`config.mk`:
```
export PLATFORM = sky130hd
export DESIGN_NAME = message_deframer_crc_check
export DESIGN_NICKNAME = d
export VERILOG_FILES = /design/src/hdl/mdc_pkg.sv /design/src/hdl/message_deframer_crc_check.sv /design/src/hdl/mdc_in_reg.sv /design/src/hdl/mdc_parser.sv /design/src/hdl/mdc_out_reg.sv
export SDC_FILE = /design/constraint.sdc
export NUM_CORES = 1
export LEC_CHECK = 0
export ABC_AREA = 1
export ABC_CLOCK_PERIOD_IN_PS = 5580
export BUFFER_PORTS_ARGS = -buffer_cell sky130_fd_sc_hd__buf_2
export CAP_MARGIN = 20
export CORE_MARGIN = 5
export CORE_UTILIZATION = 60
export CTS_CLUSTER_DIAMETER = 50
export DETAILED_ROUTE_END_ITERATION = 10
export PLACE_DENSITY = 0.8
export REMOVE_ABC_BUFFERS = 1
export SKIP_LAST_GASP = 1
export SLEW_MARGIN = 20
export SYNTH_ARGS = -nofsm -noshare
export SYNTH_HDL_FRONTEND = slang
export SYNTH_SLANG_ARGS = --single-unit
export TNS_END_PERCENT = 100
```
`constraint.sdc`:
```
create_clock -name i_clk -period 5.58 [get_ports i_clk]
set_input_delay 0.837 -clock i_clk [delete_from_list [all_inputs] [get_ports i_clk]]
set_output_delay 0.837 -clock i_clk [all_outputs]
set_load 0.01 [all_outputs]
```
`src/hdl/mdc_pkg.sv`:
```
package mdc_pkg;

    localparam int unsigned HDR_BYTES         = 32;
    localparam int unsigned HDR_IDX_W         = 5;
    localparam int unsigned CFG_LEN_W         = 12;
    localparam int unsigned CFG_DATA_W        = CFG_LEN_W;
    localparam int unsigned SIZE_W            = 13;
    localparam int unsigned LEN_LIMIT_MAX_DEF = 4095;
    localparam int unsigned CFG_LEN_TOP       = (2 ** CFG_LEN_W) - 1;

    localparam logic [CFG_LEN_W-1:0] MAX_LEN_RESET   = 12'd2048;
    localparam logic [31:0]          POLY_IEEE       = 32'hEDB8_8320;
    localparam logic [31:0]          POLY_CASTAGNOLI = 32'h82F6_3B78;
    localparam logic [31:0]          CRC_INIT        = 32'hFFFF_FFFF;

    localparam logic CFG_MAX_PAYLOAD_LEN = 1'b0;
    localparam logic CFG_CRC_VARIANT     = 1'b1;

    typedef enum logic [1:0] {
        ST_ACCEPTED     = 2'd0,
        ST_CRC_MISMATCH = 2'd1,
        ST_CORRUPT_HDR  = 2'd2
    } t_status;

    typedef struct packed {
        t_status            status;
        logic [31:0]        hdr_type;
        logic [31:0]        stream_offset;
        logic [SIZE_W-1:0]  message_size;
        logic [31:0]        computed_crc;
    } t_result;

    // reflected CRC-32, one byte, LSB first
    function automatic logic [31:0] crc_byte(input logic [31:0] crc,
                                             input logic [7:0]  data,
                                             input logic [31:0] poly);
        logic [31:0] c;
        c = crc ^ {24'd0, data};
        for (int k = 0; k < 8; k++) begin
            c = (c >> 1) ^ (c[0] ? poly : 32'd0);
        end
        return c;
    endfunction

endpackage

```
`src/hdl/message_deframer_crc_check.sv`:
```
// channel  | direction | handshake                 | payload
// input    | in        | i_in_valid / o_in_ready   | i_data_byte
// result   | out       | o_out_valid / i_out_ready | o_status, o_hdr_type, o_stream_offset,
//          |           |                           | o_message_size, o_computed_crc
// config   | in        | i_cfg_we (no wait)        | i_cfg_index, i_cfg_data
//
// One byte per cycle unless a stalled result holds the pipe; a message's result goes
// from its last byte in the input register via the header/CRC stage to the result register.
// The bytewise CRC update between the input and result registers sets the cycle time.
// Synchronous active-low reset; no clearing pass, the block is ready straight after.
// A stalled result only holds the pipe when the next byte would also give a result.
module message_deframer_crc_check #(
    parameter int unsigned LEN_LIMIT_MAX = mdc_pkg::LEN_LIMIT_MAX_DEF
) (
    input  logic                            i_clk,
    input  logic                            i_rst_n,
    input  logic                            i_in_valid,
    output logic                            o_in_ready,
    input  logic [7:0]                      i_data_byte,
    output logic                            o_out_valid,
    input  logic                            i_out_ready,
    output logic [1:0]                      o_status,
    output logic [31:0]                     o_hdr_type,
    output logic [31:0]                     o_stream_offset,
    output logic [mdc_pkg::SIZE_W-1:0]      o_message_size,
    output logic [31:0]                     o_computed_crc,
    input  logic                            i_cfg_we,
    input  logic                            i_cfg_index,
    input  logic [mdc_pkg::CFG_DATA_W-1:0]  i_cfg_data
);

    import mdc_pkg::*;

    logic [CFG_LEN_W-1:0] r_max_len;
    logic                 r_crc_variant;

    logic       byte_valid;
    logic [7:0] byte_data;
    logic       advance;
    logic       emit;
    logic       out_free;
    t_result    stage_result;
    t_result    out_result;

    always_ff @(posedge i_clk) begin
        if (!i_rst_n) begin
            r_max_len     <= MAX_LEN_RESET;
            r_crc_variant <= 1'b0;
        end else if (i_cfg_we) begin
            unique case (i_cfg_index)
                CFG_MAX_PAYLOAD_LEN: r_max_len     <= i_cfg_data[CFG_LEN_W-1:0];
                CFG_CRC_VARIANT:     r_crc_variant <= i_cfg_data[0];
                default:             r_max_len     <= r_max_len;
            endcase
        end
    end

    assign advance = byte_valid && (!emit || out_free);

    mdc_in_reg u_in_reg (
        .i_clk   (i_clk),
        .i_rst_n (i_rst_n),
        .i_valid (i_in_valid),
        .i_byte  (i_data_byte),
        .i_take  (advance),
        .o_ready (o_in_ready),
        .o_valid (byte_valid),
        .o_byte  (byte_data)
    );

    mdc_parser #(
        .LEN_LIMIT_MAX (LEN_LIMIT_MAX)
    ) u_parser (
        .i_clk         (i_clk),
        .i_rst_n       (i_rst_n),
        .i_advance     (advance),
        .i_byte        (byte_data),
        .i_max_len     (r_max_len),
        .i_crc_variant (r_crc_variant),
        .o_emit        (emit),
        .o_result      (stage_result)
    );

    mdc_out_reg u_out_reg (
        .i_clk    (i_clk),
        .i_rst_n  (i_rst_n),
        .i_load   (advance && emit),
        .i_result (stage_result),
        .i_ready  (i_out_ready),
        .o_free   (out_free),
        .o_valid  (o_out_valid),
        .o_result (out_result)
    );

    assign o_status        = out_result.status;
    assign o_hdr_type      = out_result.hdr_type;
    assign o_stream_offset = out_result.stream_offset;
    assign o_message_size  = out_result.message_size;
    assign o_computed_crc  = out_result.computed_crc;

endmodule

```
`src/hdl/mdc_in_reg.sv`:
```
module mdc_in_reg (
    input  logic       i_clk,
    input  logic       i_rst_n,
    input  logic       i_valid,
    input  logic [7:0] i_byte,
    input  logic       i_take,
    output logic       o_ready,
    output logic       o_valid,
    output logic [7:0] o_byte
);

    logic       r_valid;
    logic [7:0] r_byte;

    assign o_ready = !r_valid || i_take;
    assign o_valid = r_valid;
    assign o_byte  = r_byte;

    always_ff @(posedge i_clk) begin
        if (!i_rst_n) begin
            r_valid <= 1'b0;
        end else if (o_ready) begin
            r_valid <= i_valid;
        end
    end

    always_ff @(posedge i_clk) begin
        if (i_valid && o_ready) begin
            r_byte <= i_byte;
        end
    end

endmodule

```
`src/hdl/mdc_parser.sv`:
```
module mdc_parser #(
    parameter int unsigned LEN_LIMIT_MAX = mdc_pkg::LEN_LIMIT_MAX_DEF
) (
    input  logic                           i_clk,
    input  logic                           i_rst_n,
    input  logic                           i_advance,
    input  logic [7:0]                     i_byte,
    input  logic [mdc_pkg::CFG_LEN_W-1:0]  i_max_len,
    input  logic                           i_crc_variant,
    output logic                           o_emit,
    output mdc_pkg::t_result               o_result
);

    import mdc_pkg::*;

    localparam int unsigned LIM_CAP_INT =
        (LEN_LIMIT_MAX < CFG_LEN_TOP) ? LEN_LIMIT_MAX : CFG_LEN_TOP;
    localparam logic [CFG_LEN_W-1:0] LIM_CAP   = CFG_LEN_W'(LIM_CAP_INT);
    localparam logic [HDR_IDX_W-1:0] LAST_IDX  = HDR_IDX_W'(HDR_BYTES - 1);
    localparam logic [SIZE_W-1:0]    HDR_SIZE  = SIZE_W'(HDR_BYTES);

    logic [HDR_IDX_W-1:0] r_hdr_idx,     n_hdr_idx;
    logic                 r_in_payload,  n_in_payload;
    logic [CFG_LEN_W-1:0] r_remaining,   n_remaining;
    logic [31:0]          r_type,        n_type;
    logic [31:0]          r_length,      n_length;
    logic                 r_check_en,    n_check_en;
    logic [31:0]          r_exp_crc,     n_exp_crc;
    logic [31:0]          r_crc,         n_crc;
    logic [31:0]          r_pos,         n_pos;
    logic [31:0]          r_msg_start,   n_msg_start;

    logic [31:0]          crc_step;
    logic [31:0]          crc_final;
    logic [CFG_LEN_W-1:0] rem_dec;
    logic [CFG_LEN_W-1:0] limit;
    logic [4:0]           sh;

    always_comb begin
        n_hdr_idx    = r_hdr_idx;
        n_in_payload = r_in_payload;
        n_remaining  = r_remaining;
        n_type       = r_type;
        n_length     = r_length;
        n_check_en   = r_check_en;
        n_exp_crc    = r_exp_crc;
        n_crc        = r_crc;
        n_msg_start  = r_msg_start;
        n_pos        = r_pos + 32'd1;

        crc_step  = crc_byte(r_crc, i_byte,
                             i_crc_variant ? POLY_CASTAGNOLI : POLY_IEEE);
        crc_final = r_check_en ? ~crc_step : 32'd0;
        rem_dec   = (r_remaining != '0) ? r_remaining - CFG_LEN_W'(1) : r_remaining;
        limit     = (i_max_len > LIM_CAP) ? LIM_CAP : i_max_len;
        sh        = {r_hdr_idx[1:0], 3'b000};

        o_emit                 = 1'b0;
        o_result.status        = ST_ACCEPTED;
        o_result.hdr_type      = r_type;
        o_result.stream_offset = r_msg_start;
        o_result.message_size  = HDR_SIZE + {1'b0, r_length[CFG_LEN_W-1:0]};
        o_result.computed_crc  = 32'd0;

        if (r_in_payload) begin
            if (r_check_en) begin
                n_crc = crc_step;
            end
            n_remaining = rem_dec;
            if (rem_dec == '0) begin
                o_emit                = 1'b1;
                o_result.computed_crc = crc_final;
                if (r_check_en && r_exp_crc != 32'd0 && crc_final != r_exp_crc) begin
                    o_result.status = ST_CRC_MISMATCH;
                end
                n_in_payload = 1'b0;
                n_hdr_idx    = '0;
            end
        end else begin
            if (r_hdr_idx == '0) begin
                n_msg_start = r_pos;
            end
            if (r_hdr_idx < HDR_IDX_W'(4)) begin
                n_type[sh +: 8] = i_byte;
            end else if (r_hdr_idx < HDR_IDX_W'(8)) begin
                n_length[sh +: 8] = i_byte;
            end else if (r_hdr_idx == HDR_IDX_W'(24)) begin
                n_check_en = i_byte[0];
            end else if (r_hdr_idx >= HDR_IDX_W'(28)) begin
                n_exp_crc[sh +: 8] = i_byte;
            end

            if (r_hdr_idx == LAST_IDX) begin
                n_hdr_idx = '0;
                if (r_length == 32'd0 || r_length > {20'd0, limit}) begin
                    o_emit                = 1'b1;
                    o_result.status       = ST_CORRUPT_HDR;
                    o_result.message_size = HDR_SIZE;
                end else begin
                    n_in_payload = 1'b1;
                    n_remaining  = r_length[CFG_LEN_W-1:0];
                    n_crc        = CRC_INIT;
                end
            end else begin
                n_hdr_idx = r_hdr_idx + HDR_IDX_W'(1);
            end
        end
    end

    always_ff @(posedge i_clk) begin
        if (!i_rst_n) begin
            r_hdr_idx    <= '0;
            r_in_payload <= 1'b0;
            r_remaining  <= '0;
            r_check_en   <= 1'b0;
            r_crc        <= CRC_INIT;
            r_pos        <= 32'd0;
            r_msg_start  <= 32'd0;
        end else if (i_advance) begin
            r_hdr_idx    <= n_hdr_idx;
            r_in_payload <= n_in_payload;
            r_remaining  <= n_remaining;
            r_check_en   <= n_check_en;
            r_crc        <= n_crc;
            r_pos        <= n_pos;
            r_msg_start  <= n_msg_start;
        end
    end

    always_ff @(posedge i_clk) begin
        if (i_advance) begin
            r_type    <= n_type;
            r_length  <= n_length;
            r_exp_crc <= n_exp_crc;
        end
    end

endmodule

```
`src/hdl/mdc_out_reg.sv`:
```
module mdc_out_reg (
    input  logic             i_clk,
    input  logic             i_rst_n,
    input  logic             i_load,
    input  mdc_pkg::t_result i_result,
    input  logic             i_ready,
    output logic             o_free,
    output logic             o_valid,
    output mdc_pkg::t_result o_result
);

    import mdc_pkg::*;

    logic    r_valid;
    t_result r_result;

    assign o_free   = !r_valid || i_ready;
    assign o_valid  = r_valid;
    assign o_result = r_result;

    always_ff @(posedge i_clk) begin
        if (!i_rst_n) begin
            r_valid <= 1'b0;
        end else if (i_load) begin
            r_valid <= 1'b1;
        end else if (i_ready) begin
            r_valid <= 1'b0;
        end
    end

    always_ff @(posedge i_clk) begin
        if (i_load) begin
            r_result <= i_result;
        end
    end

endmodule

```
==> results.cfg, run 1 <==
[run_status]
outcome = completed

[yosys]
postSynthCellCount = 2171
netlist.top_cell.by_area = edfxtp_1
seq_area_frac_synth_pct = 51.7
mappedNetlistArea_sq_um = 17500
synth_warnings = 0
netlist_top_cells_area = edfxtp_1 (37%), nand2_1 (16%), dfxtp_1 (15%)
synth_seq_cells = 345
synth_top_area_share_pct = 36.8
syn_area_per_cell_sq_um = 8.08
synth_cell_type_count = 40

[sta]
skew_ps = 28.2
hold_viol = 0
rsz0062_at_grt = no
fin_crit_sh_pct = 77.2
timing.fmax_ghz = 0.232
setup_viol = 0
drv_slew = 0
post-route-min-period_ps = 4310
tns_ps = 0
slew_headroom_pct = 26.4
worst_pin_slew_ps = 1100

[floorplanning]
dieArea_sq_um = 32700
io_pins = 139
die_x_um = 181
die_h_um = 181
design.core.area_sq_um = 28800
num_rows = 62
start_util_pct = 60.9

[routing]
wirelength_um = 51400
vias = 15561
drt_first_iter_violations = 1753
drtAntennaViolNets = 0
viasPerCell = 5.76
first_pass_iters = 6
drc = 0
wl_per_cell_um = 19.0

[worst_setup_path]
reg2regPathDepth = 14
critPathLaunchType = flop
critPathCaptureType = flop
cp.required_ps = 5720
timing.reg2reg.setup_slack_ps = 1270
r2r-end = u_parser.r_type[2]$_DFFE_PP_
path_max_fanout = 36
arrival_ps = 4440
critPathKind = reg2reg
rr_startpoint = u_parser.r_length[9]$_DFFE_PP_

[clock_tree]
cts_resized = 0
ctsHoldBuffers = 0
htree_levels = 2
cts_buffers = 37
cts_tree = done
cts.path.max_buffers = 3
post_cts_buffers = 0
cts_root_buf = clkbuf_16
clock_latency_ps = 530
clkTransAtPathRegs_ps = 60
cts.sinks = 345

[hold_path]
min_from = u_parser.r_type[24]$_DFFE_PP_
hold_path_class = reg2reg
holdPathStages = 0
min_to = u_out_reg.o_result[101]$_DFFE_PP_

[global_routing]
grt.total_usage_pct = 30.3
grt_use_met1_pct = 39.7
grt_util_met2_pct = 51.8
grt_max_degree = 113
grt_pass1_vias = 14438
grtUsageMet3_pct = 5.45
grt_pass1_wl_um = 79500
gr-max-usage-layer = met2
antenna_found_initial = 1
grt_overflow = 0

[place]
globalplace.congestion = 1.00
io_buffers = 138
hpwlAfterDp_um = 36700

[finish]
syn_to_final_growth_pct = 12.0
layout-drive-gt1-share_pct = 11.2
final_nets = 2337
utilization_pct = 68.2
layout_commonest_cell = nand2_1
most-common-layout-cells = nand2_1 (756), nand3_1 (215), edfxtp_1 (215), nor2_1 (182), inv_1 (175)
n_antenna_cell = 0

[pwr]
netSwitchingFraction_pct = 26.3
p_int_w = 0.00419
share_seq_of_total_power_pct = 48.1
p_comb_share_pct = 11.4
cellPowerDensity_nw_per_um2 = 289
ir_worst_vdd_mv = 0.257
leakage_nw = 8.92
clock_power_share_pct = 40.6
p_sw_w = 0.00149

[job]
cap_violations = 0
[registers in the layout, summed over array words and instances, names as in the netlist, 5 cells and up]
signal	count
u_out_reg.o_result	111
u_parser.r_crc	32
u_parser.r_exp_crc	32
u_parser.r_length	32
u_parser.r_msg_start	32
u_parser.r_pos	32
u_parser.r_type	32
r_max_len	12
u_parser.r_remaining	12
u_in_reg.o_byte	8
u_parser.r_hdr_idx	5
[synthesized netlist by cell type, drive strengths merged]
library cell	instances
nor4	23
clkbuf	32
nand2	773
nor2	191
inv	188
nand4	38
o41ai	1
o21a	1
nand3	221
a21oi	108
ha	22
o31ai	1
clkinv	3
nor3	42
xor2	49
or2	1
buf	42
xnor2	18
nand3b	9
edfxtp	215
o21ai	40
o211ai	22
dfxtp	130
a2111oi	1
[power groups by stage]
stage          clock [W]  sequential (W)  combinational (W)
2_1_floorplan          0         0.00278           0.000424
3_3_place_gp           0         0.00278           0.000615
3_5_place_dp           0         0.00278           0.000622
4_1_cts          0.00233         0.00273           0.000628
5_1_grt          0.00245         0.00273           0.000708
6_report         0.00230         0.00273           0.000646
[critical path, cell delays in order (launching register included)]
cell       delay, ps
edfxtp_1         460
ha_1             330
a21oi_1          140
nor2_1            50
a2111oi_0        290
nand3_1          120
nand2_1           80
nand2_1           70
nand3_1          430
nand2_2          220
nand2_4          170
nand2_8          180
nor2_4           290
nand3b_1         320
nor2_1           750
[routing by layer]
| metal | part of all wire (%) | up-vias | routed length [um] |
|---|---|---|---|
| li1 | - | 7404 | - |
| met5 | 0.025 | - | 13 |
| met1 | 40 | 7258 | 20300 |
| met3 | 9.1 | 131 | 4680 |
| met4 | 3.4 | 2 | 1740 |
| met2 | 48 | 766 | 24600 |
[cell type report]
type	instances	area (sq um)
Inverter	191	719
Clock inverter	13	118
Sequential cell	345	9060
Multi-Input combinational cell	1561	7400
Timing Repair Buffer	153	816
Fill cell	2372	9150
Clock buffer	54	1040
Tap cell	384	480
[through the flow]
step / cells / cell area [sq um] / worst slack, ps / total power, W / hold WS [ps]
2_1_floorplan: 2097 / 17200 / 428 / 0.00320 / 400
3_3_place_gp: 2634 / 18500 / 1450 / 0.00340 / 407
3_5_place_dp: 2634 / 18500 / 1340 / 0.00341 / 405
4_1_cts: 2701 / 19600 / 1280 / 0.00569 / 419
5_1_grt: 2701 / 19600 / 949 / 0.00589 / 425
6_report: 2701 / 19600 / 1270 / 0.00568 / 423
[worst max-delay path by stage]
| stage | start | to | slack [ps] |
|---|---|---|---|
| 2_1_floorplan | u_parser.r_length[9]$_DFFE_PP_ | u_out_reg.o_result[0]$_SDFFCE_PN0P_ | 430 |
| 3_3_place_gp | u_parser.r_length[9]$_DFFE_PP_ | u_out_reg.o_result[25]$_SDFFCE_PN0P_ | 1450 |
| 3_5_place_dp | u_parser.r_length[9]$_DFFE_PP_ | u_out_reg.o_result[0]$_SDFFCE_PN0P_ | 1340 |
| 4_1_cts | u_parser.r_hdr_idx[0]$_SDFFE_PN0P_ | o_in_ready | 1280 |
| 5_1_grt | u_parser.r_length[9]$_DFFE_PP_ | u_out_reg.o_result[19]$_SDFFCE_PN0P_ | 950 |
| 6_report | u_parser.r_length[9]$_DFFE_PP_ | u_parser.r_type[2]$_DFFE_PP_ | 1270 |
[cell families after synthesis]
logic type               share of synthesized area [%]
AO/OA/AOI/OAI                                     5.37
XOR/XNOR                                          3.35
adder cells (fa/ha/maj)                           1.57
buffers and inverters                             6.19
flip-flops                                        51.7
AND/OR/NAND/NOR                                   31.9
Note: power is estimated with default switching activity, not from simulation.
==> run 2, diff against run 1 <==
--- a/config.mk
+++ b/config.mk
@@ -6,14 +6,14 @@
 export NUM_CORES = 1
 export LEC_CHECK = 0
 export ABC_AREA = 1
-export ABC_CLOCK_PERIOD_IN_PS = 5580
+export ABC_CLOCK_PERIOD_IN_PS = 3950
 export BUFFER_PORTS_ARGS = -buffer_cell sky130_fd_sc_hd__buf_2
 export CAP_MARGIN = 20
 export CORE_MARGIN = 5
-export CORE_UTILIZATION = 60
+export CORE_UTILIZATION = 55
 export CTS_CLUSTER_DIAMETER = 50
 export DETAILED_ROUTE_END_ITERATION = 10
-export PLACE_DENSITY = 0.8
+export PLACE_DENSITY = 0.77
 export REMOVE_ABC_BUFFERS = 1
 export SKIP_LAST_GASP = 1
 export SLEW_MARGIN = 20
==> constraint.sdc (replaced) <==
create_clock -name i_clk -period 3.95 [get_ports i_clk]
set_input_delay 0.5925 -clock i_clk [delete_from_list [all_inputs] [get_ports i_clk]]
set_output_delay 0.5925 -clock i_clk [all_outputs]
set_load 0.01 [all_outputs]
==> results.cfg, run 2 (synthesis results as in run 1) <==
[hold_path]
hold_path_class = in2reg

[worst_setup_path]
cp.required_ps = 3360
critPathKind = reg2out
critPathLaunchType = flop
path_max_fanout = 10
critPathCaptureType = output pin
arrival_ps = 3070

[place]
io_buffers = 138
hpwlAfterDp_um = 38300
pre_cts_slack_ps = 354
globalplace.congestion = 0.999

[global_routing]
grt_pass1_wl_um = 81400
grt_max_degree = 82
grt_pass1_vias = 14541
antenna_found_initial = 1
grt.total_usage_pct = 28.9
grt_overflow = 0

[pwr]
leakage_nw = 9.14
netSwitchingFraction_pct = 25.4
p_sw_w = 0.00221
clock_power_share_pct = 44.9
p_int_w = 0.00649
share_seq_of_total_power_pct = 44.2
p_comb_share_pct = 10.9
cellPowerDensity_nw_per_um2 = 433
ir_worst_vdd_mv = 0.294

[sta]
post-route-min-period_ps = 3660
hold_viol = 0
setup_viol = 0
timing.fmax_ghz = 0.273
slew_headroom_pct = 35.0
worst_slack_ps = 285
worst_pin_slew_ps = 967
fin_crit_sh_pct = 92.8
drv_slew = 0
rsz0062_at_grt = no
skew_ps = 14.1

[floorplanning]
design.core.area_sq_um = 31600
num_rows = 65
dieArea_sq_um = 35600
start_util_pct = 55.6
io_pins = 139
die_x_um = 189
die_h_um = 189

[clock_tree]
cts.path.max_buffers = 3
clkTransAtPathRegs_ps = 60
cts_tree = done
cts_buffers = 39
cts_root_buf = clkbuf_16
cts.sinks = 345
htree_levels = 2
clock_latency_ps = 540
ctsHoldBuffers = 0

[finish]
layout-drive-gt1-share_pct = 12.3
utilization_pct = 63.7
n_antenna_cell = 0
syn_to_final_growth_pct = 14.6
final_nets = 2359
most-common-layout-cells = nand2_1 (756), nand3_1 (215), edfxtp_1 (215), nor2_1 (182), inv_1 (175)
largest_reg_flops = 111
layout_commonest_cell = nand2_1

[routing]
drt_first_iter_violations = 1684
vias = 15706
wl_per_cell_um = 19.2
drc = 0
first_pass_iters = 6
viasPerCell = 5.72
drtAntennaViolNets = 0
wirelength_um = 52700

[run_status]
outcome = completed

[job]
cap_violations = 0
run 2: layout make-up:
class	instances	area (sq um)
Sequential cell	345	9060
Inverter	191	722
Clock buffer	50	1080
Timing Repair Buffer	173	978
Fill cell	2664	11500
Tap cell	402	503
Multi-Input combinational cell	1561	7400
Clock inverter	22	349
run 2: through the flow:
step	instance area [sq um]	setup TNS (ps)	hold slack (ps)	power, W	std cells
floorplan	17200	-158920	400	0.00452	2097
global placement	18700	0	401	0.00483	2672
detailed placement	18700	0	406	0.00484	2672
CTS	20100	0	262	0.00872	2744
global route	20100	0	260	0.00902	2744
finish	20100	0	273	0.00870	2744
run 2: worst max-delay path: stages, from the launching register on:
cell and delay [ps]:
dfxtp_1 300, inv_1 130, ha_1 260, nand3_4 140, nor2_4 160, nand4_4 160
xor2_1 320, nand4_1 150, nor2_2 140, nand3_2 190, nand2_2 200, nand3_1 180
buf_2 210
run 2: layer usage:
metal | vias to the layer above | track usage, % | part of all wire, %
li1 | 7455 | - | -
met1 | 7305 | 37.8 | 39
met2 | 805 | 49.6 | 48
met3 | 139 | 4.19 | 8.9
met4 | 2 | 9.87 | 4.0
met5 | - | 0 | 0.025
run 2: timing repair:
action	in CTS	in global routing
resized for setup	0	1
buffers inserted	0	0
setup endpoints to repair	0	21
run 2: final timing paths:
check,cells after the start,endpoint,slack (ps),start
hold reg to reg,0,u_out_reg.o_result[77]$_DFFE_PP_,420,u_parser.r_type[0]$_DFFE_PP_
hold / removal,3,r_max_len[11]$_SDFFE_PN1P_,270,i_cfg_data[11]
setup / recovery,12,o_in_ready,290,u_parser.r_remaining[0]$_SDFFE_PN0P_
setup reg to reg,18,u_out_reg.o_result[97]$_DFFE_PP_,350,u_parser.r_remaining[0]$_SDFFE_PN0P_
run 2: power by group through the flow:
stage / logic, W / registers (W) / clock network (W)
global placement: 0.000909 / 0.00392 / 0
global route: 0.00104 / 0.00385 / 0.00414
detailed placement: 0.000916 / 0.00392 / 0
finish: 0.000947 / 0.00385 / 0.00391
CTS: 0.000922 / 0.00384 / 0.00396
floorplan: 0.000599 / 0.00392 / 0
